[config.mk]
export PLATFORM = sky130hd
export DESIGN_NAME = integer_matrix_multiply_unit
export DESIGN_NICKNAME = d
export VERILOG_FILES = /design/src/design/imm_pkg.sv /design/src/design/imm_store.sv /design/src/design/imm_mac.sv /design/src/design/imm_seq.sv /design/src/design/integer_matrix_multiply_unit.sv
export VERILOG_INCLUDE_DIRS = /design/src /design/src/design
export SDC_FILE = /design/constraint.sdc
export NUM_CORES = 2
export LEC_CHECK = 0
export ABC_AREA = 1
export BUFFER_PORTS_ARGS = -buffer_cell sky130_fd_sc_hd__buf_4
export CAP_MARGIN = 40
export CORE_UTILIZATION = 50
export CTS_CLUSTER_DIAMETER = 150
export DETAILED_ROUTE_END_ITERATION = 12
export GPL_ROUTABILITY_DRIVEN = 0
export PLACE_DENSITY = 0.65
export SETUP_SLACK_MARGIN = 0.1
export SYNTH_ARGS = -nofsm -noshare
export SYNTH_HDL_FRONTEND = slang
export SYNTH_SLANG_ARGS = --single-unit
[constraint.sdc]
create_clock -name clk -period 17.18 [get_ports clk]
set_input_delay 3.436 -clock clk [delete_from_list [all_inputs] [get_ports clk]]
set_output_delay 3.436 -clock clk [all_outputs]
set_load 0.005 [all_outputs]
[src/design/integer_matrix_multiply_unit_assert.svh]
// Assertion macros for the integer matrix multiply unit.
// Used by modules that carry concurrent checks; expects clk and rst_n in scope.
`ifndef INTEGER_MATRIX_MULTIPLY_UNIT_ASSERT_SVH
`define INTEGER_MATRIX_MULTIPLY_UNIT_ASSERT_SVH

// Same-cycle implication, ignored while reset is held.
`define IMM_ASSERT_IMP(label, ante, cons, msg) \
  label: assert property (@(posedge clk) disable iff (!rst_n) (ante) |-> (cons)) \
    else $error(msg);

// Next-cycle implication, ignored while reset is held.
`define IMM_ASSERT_NXT(label, ante, cons, msg) \
  label: assert property (@(posedge clk) disable iff (!rst_n) (ante) |=> (cons)) \
    else $error(msg);

`endif

[src/design/imm_pkg.sv]
// Shared constants, types and helpers for the integer matrix multiply unit.
// No dependencies; imported by every module of the block.
`timescale 1ns / 1ps

package imm_pkg;

  // Matrix geometry.
  localparam int DIM        = 8;
  localparam int FIELD_SPAN = 8;
  localparam int DIM_EFF    = (DIM < FIELD_SPAN) ? DIM : FIELD_SPAN;
  localparam int IDX_W      = 3;
  localparam int SIZE_W     = 4;
  localparam int ADDR_W     = $clog2(DIM * DIM);

  // Datapath widths.
  localparam int ELEM_W = 16;
  localparam int PROD_W = 2 * ELEM_W;
  localparam int ACC_W  = 38;

  localparam logic [SIZE_W-1:0] DIM_CAP    = SIZE_W'(DIM_EFF);
  localparam logic [SIZE_W-1:0] SIZE_RESET = SIZE_W'(8);

  // Function codes of an input word.
  localparam logic [1:0] FUNC_LEFT  = 2'd0;
  localparam logic [1:0] FUNC_RIGHT = 2'd1;
  localparam logic [1:0] FUNC_COMP  = 2'd2;

  // Tag that follows each multiply-accumulate step down the pipeline.
  typedef struct packed {
    logic             vld;
    logic             first;
    logic             last_k;
    logic [IDX_W-1:0] row;
    logic [IDX_W-1:0] col;
    logic             last_col;
  } imm_tag_t;

  // Element store write request.
  typedef struct packed {
    logic                     we_left;
    logic                     we_right;
    logic [ADDR_W-1:0]        addr;
    logic signed [ELEM_W-1:0] data;
  } imm_wr_t;

  // Element store read addresses for one step.
  typedef struct packed {
    logic [ADDR_W-1:0] a_addr;
    logic [ADDR_W-1:0] b_addr;
  } imm_rd_t;

  // Flat store address of element (r, c).
  function automatic logic [ADDR_W-1:0] elem_addr(input logic [IDX_W-1:0] r,
                                                  input logic [IDX_W-1:0] c);
    int flat;
    flat = int'(r) * DIM + int'(c);
    return ADDR_W'(flat);
  endfunction

endpackage

[src/design/imm_store.sv]
// Element store: one write port and one registered read port.
// Depends on imm_pkg for the depth and element width.
`timescale 1ns / 1ps

module imm_store (
  input  logic                             clk,
  input  logic                             we,
  input  logic [imm_pkg::ADDR_W-1:0]       waddr,
  input  logic signed [imm_pkg::ELEM_W-1:0] wdata,
  input  logic [imm_pkg::ADDR_W-1:0]       raddr,
  output logic signed [imm_pkg::ELEM_W-1:0] rdata
);
  import imm_pkg::*;

  logic signed [ELEM_W-1:0] mem_r [DIM*DIM];
  logic signed [ELEM_W-1:0] rdata_r;

  // Write port.
  always_ff @(posedge clk) begin
    if (we) begin
      mem_r[waddr] <= wdata;
    end
  end

  // Registered read port.
  always_ff @(posedge clk) begin
    rdata_r <= mem_r[raddr];
  end

  assign rdata = rdata_r;

endmodule

[src/design/imm_mac.sv]
// Shared multiply-accumulate unit: registered product, then a wide accumulator.
// Depends on imm_pkg for widths and the step tag.
`timescale 1ns / 1ps

module imm_mac (
  input  logic                              clk,
  input  logic                              rst_n,
  input  logic signed [imm_pkg::ELEM_W-1:0] a,
  input  logic signed [imm_pkg::ELEM_W-1:0] b,
  input  imm_pkg::imm_tag_t                 tag,
  output logic                              res_strobe,
  output logic [imm_pkg::IDX_W-1:0]         res_row,
  output logic [imm_pkg::IDX_W-1:0]         res_col,
  output logic signed [imm_pkg::ACC_W-1:0]  res_value,
  output logic                              res_last
);
  import imm_pkg::*;

  logic signed [PROD_W-1:0] prod_r;
  imm_tag_t                 ptag_r;
  logic signed [ACC_W-1:0]  acc_r;
  logic signed [ACC_W-1:0]  acc_nxt;
  logic                     strobe_r;
  logic [IDX_W-1:0]         row_r;
  logic [IDX_W-1:0]         col_r;
  logic signed [ACC_W-1:0]  value_r;
  logic                     last_r;

  // Product stage.
  always_ff @(posedge clk) begin
    prod_r <= a * b;
    if (!rst_n) begin
      ptag_r <= '0;
    end else begin
      ptag_r <= tag;
    end
  end

  // Accumulate; the first step of a column starts from zero.
  always_comb begin
    acc_nxt = (ptag_r.first ? '0 : acc_r) + ACC_W'(prod_r);
  end

  always_ff @(posedge clk) begin
    if (ptag_r.vld) begin
      acc_r <= acc_nxt;
    end
  end

  // Result register: loaded on the last step of each column.
  always_ff @(posedge clk) begin
    if (!rst_n) begin
      strobe_r <= 1'b0;
    end else begin
      strobe_r <= ptag_r.vld && ptag_r.last_k;
    end
    if (ptag_r.vld && ptag_r.last_k) begin
      row_r   <= ptag_r.row;
      col_r   <= ptag_r.col;
      value_r <= acc_nxt;
      last_r  <= ptag_r.last_col;
    end
  end

  assign res_strobe = strobe_r;
  assign res_row    = row_r;
  assign res_col    = col_r;
  assign res_value  = value_r;
  assign res_last   = last_r;

endmodule

[src/design/imm_seq.sv]
// Sequencer: decodes input words, holds the size register and walks the
// column and inner-product indices of a row. Depends on imm_pkg and the macros.
`timescale 1ns / 1ps
`include "integer_matrix_multiply_unit_assert.svh"

module imm_seq (
  input  logic                              clk,
  input  logic                              rst_n,
  input  logic                              start,
  input  logic [1:0]                        func,
  input  logic [imm_pkg::IDX_W-1:0]         row,
  input  logic [imm_pkg::IDX_W-1:0]         col,
  input  logic signed [imm_pkg::ELEM_W-1:0] value,
  input  logic                              cfg_we,
  input  logic [imm_pkg::SIZE_W-1:0]        cfg_wdata,
  input  logic                              res_strobe,
  input  logic                              res_last,
  output logic                              busy,
  output imm_pkg::imm_wr_t                  wr,
  output imm_pkg::imm_rd_t                  rd,
  output imm_pkg::imm_tag_t                 tag
);
  import imm_pkg::*;

  localparam logic [1:0] ST_IDLE  = 2'd0;
  localparam logic [1:0] ST_RUN   = 2'd1;
  localparam logic [1:0] ST_DRAIN = 2'd2;

  logic [1:0]        state_r, state_nxt;
  logic [SIZE_W-1:0] size_r;
  logic [SIZE_W-1:0] n_r, n_nxt;
  logic [IDX_W-1:0]  row_r, row_nxt;
  logic [IDX_W-1:0]  j_r, j_nxt;
  logic [IDX_W-1:0]  k_r, k_nxt;
  logic [SIZE_W-1:0] n_cur;
  logic              accept;
  logic              row_ok;
  logic              col_ok;
  logic              comp_go;
  logic              last_k;
  logic              last_col;

  // Dimension in use and range checks of the incoming word.
  always_comb begin
    n_cur   = (size_r > DIM_CAP) ? DIM_CAP : size_r;
    accept  = start && !busy;
    row_ok  = SIZE_W'(row) < n_cur;
    col_ok  = SIZE_W'(col) < n_cur;
    comp_go = accept && (func == FUNC_COMP) && row_ok;
  end

  // Element writes go straight to the stores.
  always_comb begin
    wr.we_left  = accept && (func == FUNC_LEFT) && row_ok && col_ok;
    wr.we_right = accept && (func == FUNC_RIGHT) && row_ok && col_ok;
    wr.addr     = elem_addr(row, col);
    wr.data     = value;
  end

  // Step issue: read addresses and the tag for the current (j, k).
  always_comb begin
    last_k       = SIZE_W'(k_r) == (n_r - SIZE_W'(1));
    last_col     = SIZE_W'(j_r) == (n_r - SIZE_W'(1));
    rd.a_addr    = elem_addr(row_r, k_r);
    rd.b_addr    = elem_addr(k_r, j_r);
    tag.vld      = (state_r == ST_RUN);
    tag.first    = (k_r == '0);
    tag.last_k   = last_k;
    tag.row      = row_r;
    tag.col      = j_r;
    tag.last_col = last_col;
  end

  // Next state and index counters.
  always_comb begin
    state_nxt = state_r;
    n_nxt     = n_r;
    row_nxt   = row_r;
    j_nxt     = j_r;
    k_nxt     = k_r;
    case (state_r)
      ST_IDLE: begin
        if (comp_go) begin
          state_nxt = ST_RUN;
          n_nxt     = n_cur;
          row_nxt   = row;
          j_nxt     = '0;
          k_nxt     = '0;
        end
      end
      ST_RUN: begin
        if (last_k) begin
          k_nxt = '0;
          if (last_col) begin
            state_nxt = ST_DRAIN;
          end else begin
            j_nxt = j_r + IDX_W'(1);
          end
        end else begin
          k_nxt = k_r + IDX_W'(1);
        end
      end
      ST_DRAIN: begin
        if (res_strobe && res_last) begin
          state_nxt = ST_IDLE;
        end
      end
      default: begin
        state_nxt = ST_IDLE;
      end
    endcase
  end

  always_ff @(posedge clk) begin
    if (!rst_n) begin
      state_r <= ST_IDLE;
      size_r  <= SIZE_RESET;
    end else begin
      state_r <= state_nxt;
      if (cfg_we) begin
        size_r <= cfg_wdata;
      end
    end
    n_r   <= n_nxt;
    row_r <= row_nxt;
    j_r   <= j_nxt;
    k_r   <= k_nxt;
  end

  assign busy = (state_r != ST_IDLE);

  // Checks on the sequencing.
  `IMM_ASSERT_IMP(a_run_idx, state_r == ST_RUN, (SIZE_W'(k_r) < n_r) && (SIZE_W'(j_r) < n_r), "index out of range")
  `IMM_ASSERT_IMP(a_res_busy, res_strobe, busy, "result word while idle")
  `IMM_ASSERT_NXT(a_go_run, comp_go, state_r == ST_RUN, "accepted row did not start")
  `IMM_ASSERT_NXT(a_final_drain, (state_r == ST_RUN) && last_k && last_col, state_r == ST_DRAIN, "final step did not drain")

endmodule

[src/design/integer_matrix_multiply_unit.sv]
// Top level of the integer matrix multiply unit.
// Depends on imm_pkg, imm_seq, imm_store and imm_mac.
//
// Usage:
//   An input word is taken at a rising edge with start high and busy low.
//   in_func selects: write left element, write right element, or compute a
//   product row. Element writes leave busy low. Write words with a row or
//   column outside the dimension in use, and compute words with a row outside
//   it, are dropped silently. A compute word for row r gives one result word
//   per column, in column order, each marked by out_strobe for exactly one
//   cycle; out_last marks the final column. The receiver cannot stall; it must
//   take each word as shown. Each step passes through the registered store
//   reads, the product register and the result register. busy stays high
//   until the final result word has been shown. The single shared
//   multiply-accumulate unit does one step per cycle.
//   cfg_we writes cfg_wdata into the size register (reset value 8); write it
//   only while busy is low. Reset puts the sequencer in idle and clears the
//   result strobe; the element stores are undefined until written.
`timescale 1ns / 1ps

module integer_matrix_multiply_unit (
  input  logic                              clk,
  input  logic                              rst_n,
  input  logic                              start,
  output logic                              busy,
  input  logic [1:0]                        in_func,
  input  logic [imm_pkg::IDX_W-1:0]         in_row,
  input  logic [imm_pkg::IDX_W-1:0]         in_col,
  input  logic signed [imm_pkg::ELEM_W-1:0] in_value,
  input  logic                              cfg_we,
  input  logic [imm_pkg::SIZE_W-1:0]        cfg_wdata,
  output logic                              out_strobe,
  output logic [imm_pkg::IDX_W-1:0]         out_row,
  output logic [imm_pkg::IDX_W-1:0]         out_col,
  output logic signed [imm_pkg::ACC_W-1:0]  out_value,
  output logic                              out_last
);
  import imm_pkg::*;

  imm_wr_t                  wr;
  imm_rd_t                  rd;
  imm_tag_t                 tag;
  imm_tag_t                 tag_rd_r;
  logic signed [ELEM_W-1:0] a_data;
  logic signed [ELEM_W-1:0] b_data;

  // Sequencer.
  imm_seq u_seq (
    .clk        (clk),
    .rst_n      (rst_n),
    .start      (start),
    .func       (in_func),
    .row        (in_row),
    .col        (in_col),
    .value      (in_value),
    .cfg_we     (cfg_we),
    .cfg_wdata  (cfg_wdata),
    .res_strobe (out_strobe),
    .res_last   (out_last),
    .busy       (busy),
    .wr         (wr),
    .rd         (rd),
    .tag        (tag)
  );

  // Left and right element stores.
  imm_store u_left (
    .clk   (clk),
    .we    (wr.we_left),
    .waddr (wr.addr),
    .wdata (wr.data),
    .raddr (rd.a_addr),
    .rdata (a_data)
  );

  imm_store u_right (
    .clk   (clk),
    .we    (wr.we_right),
    .waddr (wr.addr),
    .wdata (wr.data),
    .raddr (rd.b_addr),
    .rdata (b_data)
  );

  // Tag delayed to line up with the registered store reads.
  always_ff @(posedge clk) begin
    if (!rst_n) begin
      tag_rd_r <= '0;
    end else begin
      tag_rd_r <= tag;
    end
  end

  // Shared multiply-accumulate unit.
  imm_mac u_mac (
    .clk        (clk),
    .rst_n      (rst_n),
    .a          (a_data),
    .b          (b_data),
    .tag        (tag_rd_r),
    .res_strobe (out_strobe),
    .res_row    (out_row),
    .res_col    (out_col),
    .res_value  (out_value),
    .res_last   (out_last)
  );

endmodule
==> key figures <==
Outcome
  • Status: finished, final reports clean

Global route
  • First-pass GRT wire length: 422000 µm
  • Largest net degree at the start of global routing: 195
  • GRT Residual Overflow: 0
  • Vias in the first global route: 67300
  • Initial antenna violation count: 7
  • Gr usage total: 27.3%

Critical path
  • Arrival time worst endpoint: 6.91 ns
  • Crit Path Class: reg2reg
  • Critical Path Max Stage Delay: 0.84 ns
  • Crit path buf inv count: 4
  • CP max stage cell: fa_1
  • Crit path max-delay family: adder cells
  • Critical-path cell list: nand2_1 -> inv_1 -> fa_1 -> fa_1 -> inv_1 -> fa_1 -> fa_1 -> fa_1 -> fa_1 -> inv_1 -> ha_1 -> nand2_1 -> inv_1 -> nand3_1 -> nor3_1 -> o21ai_0 -> nand4_1 -> nand2_1
  • CP Data Required Time: 17.88 ns
  • Worst setup EP type: flip-flop
  • Largest fanout on the critical path: 16
  • CP most frequent cell: fa_1
  • Startpoint types: flip-flop

Synth
  • Largest cells by area after synthesis: edfxtp_1 63%, nand2_1 12%, nand3_1 9.3%
  • Post-Synthesis Cells: 9457
  • Syn avg cell area: 10.8 µm²
  • Synth Cell Area: 0.102 mm²
  • Post-Synth Simple-Gate Area: 22.6%
  • Netlist cell types: 34
  • Most common library cells after synthesis: 3161 x nand2_1, 2144 x edfxtp_1, 1901 x nand3_1
  • Post-synth EDFFs: 2144
  • Seq/Total Area, Yosys: 64.7%
  • Yosys warnings: 0
  • Post-synthesis async set-or-reset flop share: 0%
  • Most frequent cell after synthesis: nand2_1
  • Share of the synthesized area in the top cell type: 63.0%
  • Compound-Gate Fraction of Synth Area: 0.558%
  • Adder-cell share of the synthesized area: 6.70%
  • Syn Nets: 9879
  • Synth Flop Type: edfxtp_1
  • Post-Synth XOR/XNOR Area: 0.420%
  • Largest area contributor in the netlist: edfxtp_1
  • Proportion of synthesized area in mux cells: 0%
  • Dominant combinational cell family by area after synthesis: simple AND/OR/NAND/NOR gates
  • Synthesized flop and latch total: 2235

Cells and area
  • Layout cells sized above 1: 8.04%
  • Non-Filler Instances: 12300
  • Fill cells: 16800
  • Post-route cell area: 0.114 mm²
  • Fin nets: 9880
  • Area growth syn-to-layout: 11.3%

STA
  • Setup TNS Final: 0 ns
  • Final Hold Fails: 0
  • Max-Slew Margin vs Limit: 30.5%
  • Fmax: 161 MHz
  • Min Tclk post-route: 6.21 ns
  • Final-report max-slew violation count: 0
  • Clk_skew: 0.0499 ns
  • Worst Max-Slew Pin Slew: 1.04 ns
  • Final setup violation count: 0
  • Fin crit share: 36.1%
  • Unrepaired setup endpoints after global routing: false

Route
  • TritonRoute pass-1 iters: 7
  • Detailed Route Iter0 Violations: 8083
  • Antenna-violating nets left: 0
  • Total Wirelength: 284000 µm
  • Post-route DRC: 0
  • Wire per inst: 23.0 µm
  • Via count: 70000
  • DR vias/cell: 5.68

Floorplan
  • Num rows: 165
  • Initial Utilization: 50.4%
  • Chip width: 454 µm
  • Core area: 0.203 mm²
  • Die footprint: 0.206 mm²
  • Chip Height: 454 µm
  • I/O pin cnt: 79

Clock network
  • Clk sinks: 2235
  • H-tree Lvls: 4
  • Num CTS Buffers: 220
  • Clock buffer depth: 3
  • Clock root buffer: clkbuf_16
  • Worst-skew pair later-pin latency: 0.85 ns
  • CTS tree: yes
  • Post-CTS Hold Buffers: 0
  • Setup bufs post-CTS: 0
  • Resize count post-CTS: 0
  • Clk slew on worst S/H paths: 0.06 ns

Placed design
  • Post-DP HPWL: 174000 µm
  • # port buffers: 78
  • Placed cell area: 0.107 mm²
  • Cells after DPL: 11900

Hold path
  • Hold Path Class: reg2reg

Flow run
  • Max-cap violations: 0
[area by class of cell]
cell class                 instances  area, µm²  share of cell area, %
clock buffer                     283       5920                   5.20
tap                             2672       3340                   2.94
inverter                         716       2720                   2.39
timing repair buffer             310       2930                   2.57
clock inverter                   125       1120                  0.981
antenna                            3       7.51                0.00659
multi-input combinational       5975      31600                   27.8
sequential                      2235      66200                   58.1
[registers in the layout (all words and copies together), names as in the netlist, 4 cells and up]
signal	cells
u_left.mem_r	1024
u_seq.size_r	4
u_seq.n_r	4
u_left.rdata	16
u_mac.prod_r	32
u_mac.ptag_r	10
u_right.rdata	16
u_right.mem_r	1024
u_mac.acc_r	38
u_mac.res_value	38
tag_rd_r	10
[worst paths after layout]
| kind | end | startpoint | cells after the start | slack [ns] |
|---|---|---|---|---|
| setup reg to reg | u_mac.prod_r[27] | u_left.rdata[15] | 18 | 10.97 |
| hold / removal | u_mac.res_col[0] | u_mac.ptag_r[1] | 0 | 0.41 |
| setup / recovery | u_mac.prod_r[27] | u_left.rdata[15] | 18 | 10.97 |
| hold reg to reg | u_mac.res_col[0] | u_mac.ptag_r[1] | 0 | 0.41 |
[stage by stage]
| stage | setup slack, ns | util (%) | hold WS, ns |
|---|---|---|---|
| 6_report | 10.97 | 56.2 | 0.406 |
| 5_1_grt | 10.72 | 56.2 | 0.410 |
| 4_1_cts | 11.04 | 56.2 | 0.405 |
| 3_5_place_dp | 10.89 | 52.7 | 0.391 |
| 3_3_place_gp | 10.65 | 52.3 | 0.390 |
| 2_1_floorplan | 11.31 | - | 0.386 |
[per-layer routing]
layer	wire (µm)	up-vias	global-route usage (%)
met4	13900	0	12.5
met3	23100	626	3.73
met1	111000	34100	36.5
met5	0	-	0
li1	-	32000	-
met2	136000	3271	44.4
[logic make-up (layout without fill, tap and decap cells)]
group	count (synthesis)	in the layout
AOI/OAI and AO/OA	105	105
xor gates and xnor gates	49	49
adders and majority gates	390	390
buffers and inverters	1247	1434
DFF	2235	2235
other	0	3
and+or+nand+nor	5431	5431
[layout by cell type (no fill, tap or decap), types with 16 or more instances in the layout]
master     instances
xor2_1            34
a21oi_1           61
nand4_1           23
inv_1            707
dfxtp_1           90
nand2_1         3160
nor2_1           167
clkinv_2          40
buf_16            20
o21ai_0           25
buf_4            262
ha_1             127
nand3_1         1901
clkbuf_1          49
bufinv_16         16
nor3_2           130
fa_1             263
clkinv_1          46
edfxtp_1        2144
nor3_1            32
clkbuf_16        223
Power is not shown: default switching activity piles up to over one toggle a cycle in this logic, so the estimate is an artifact.
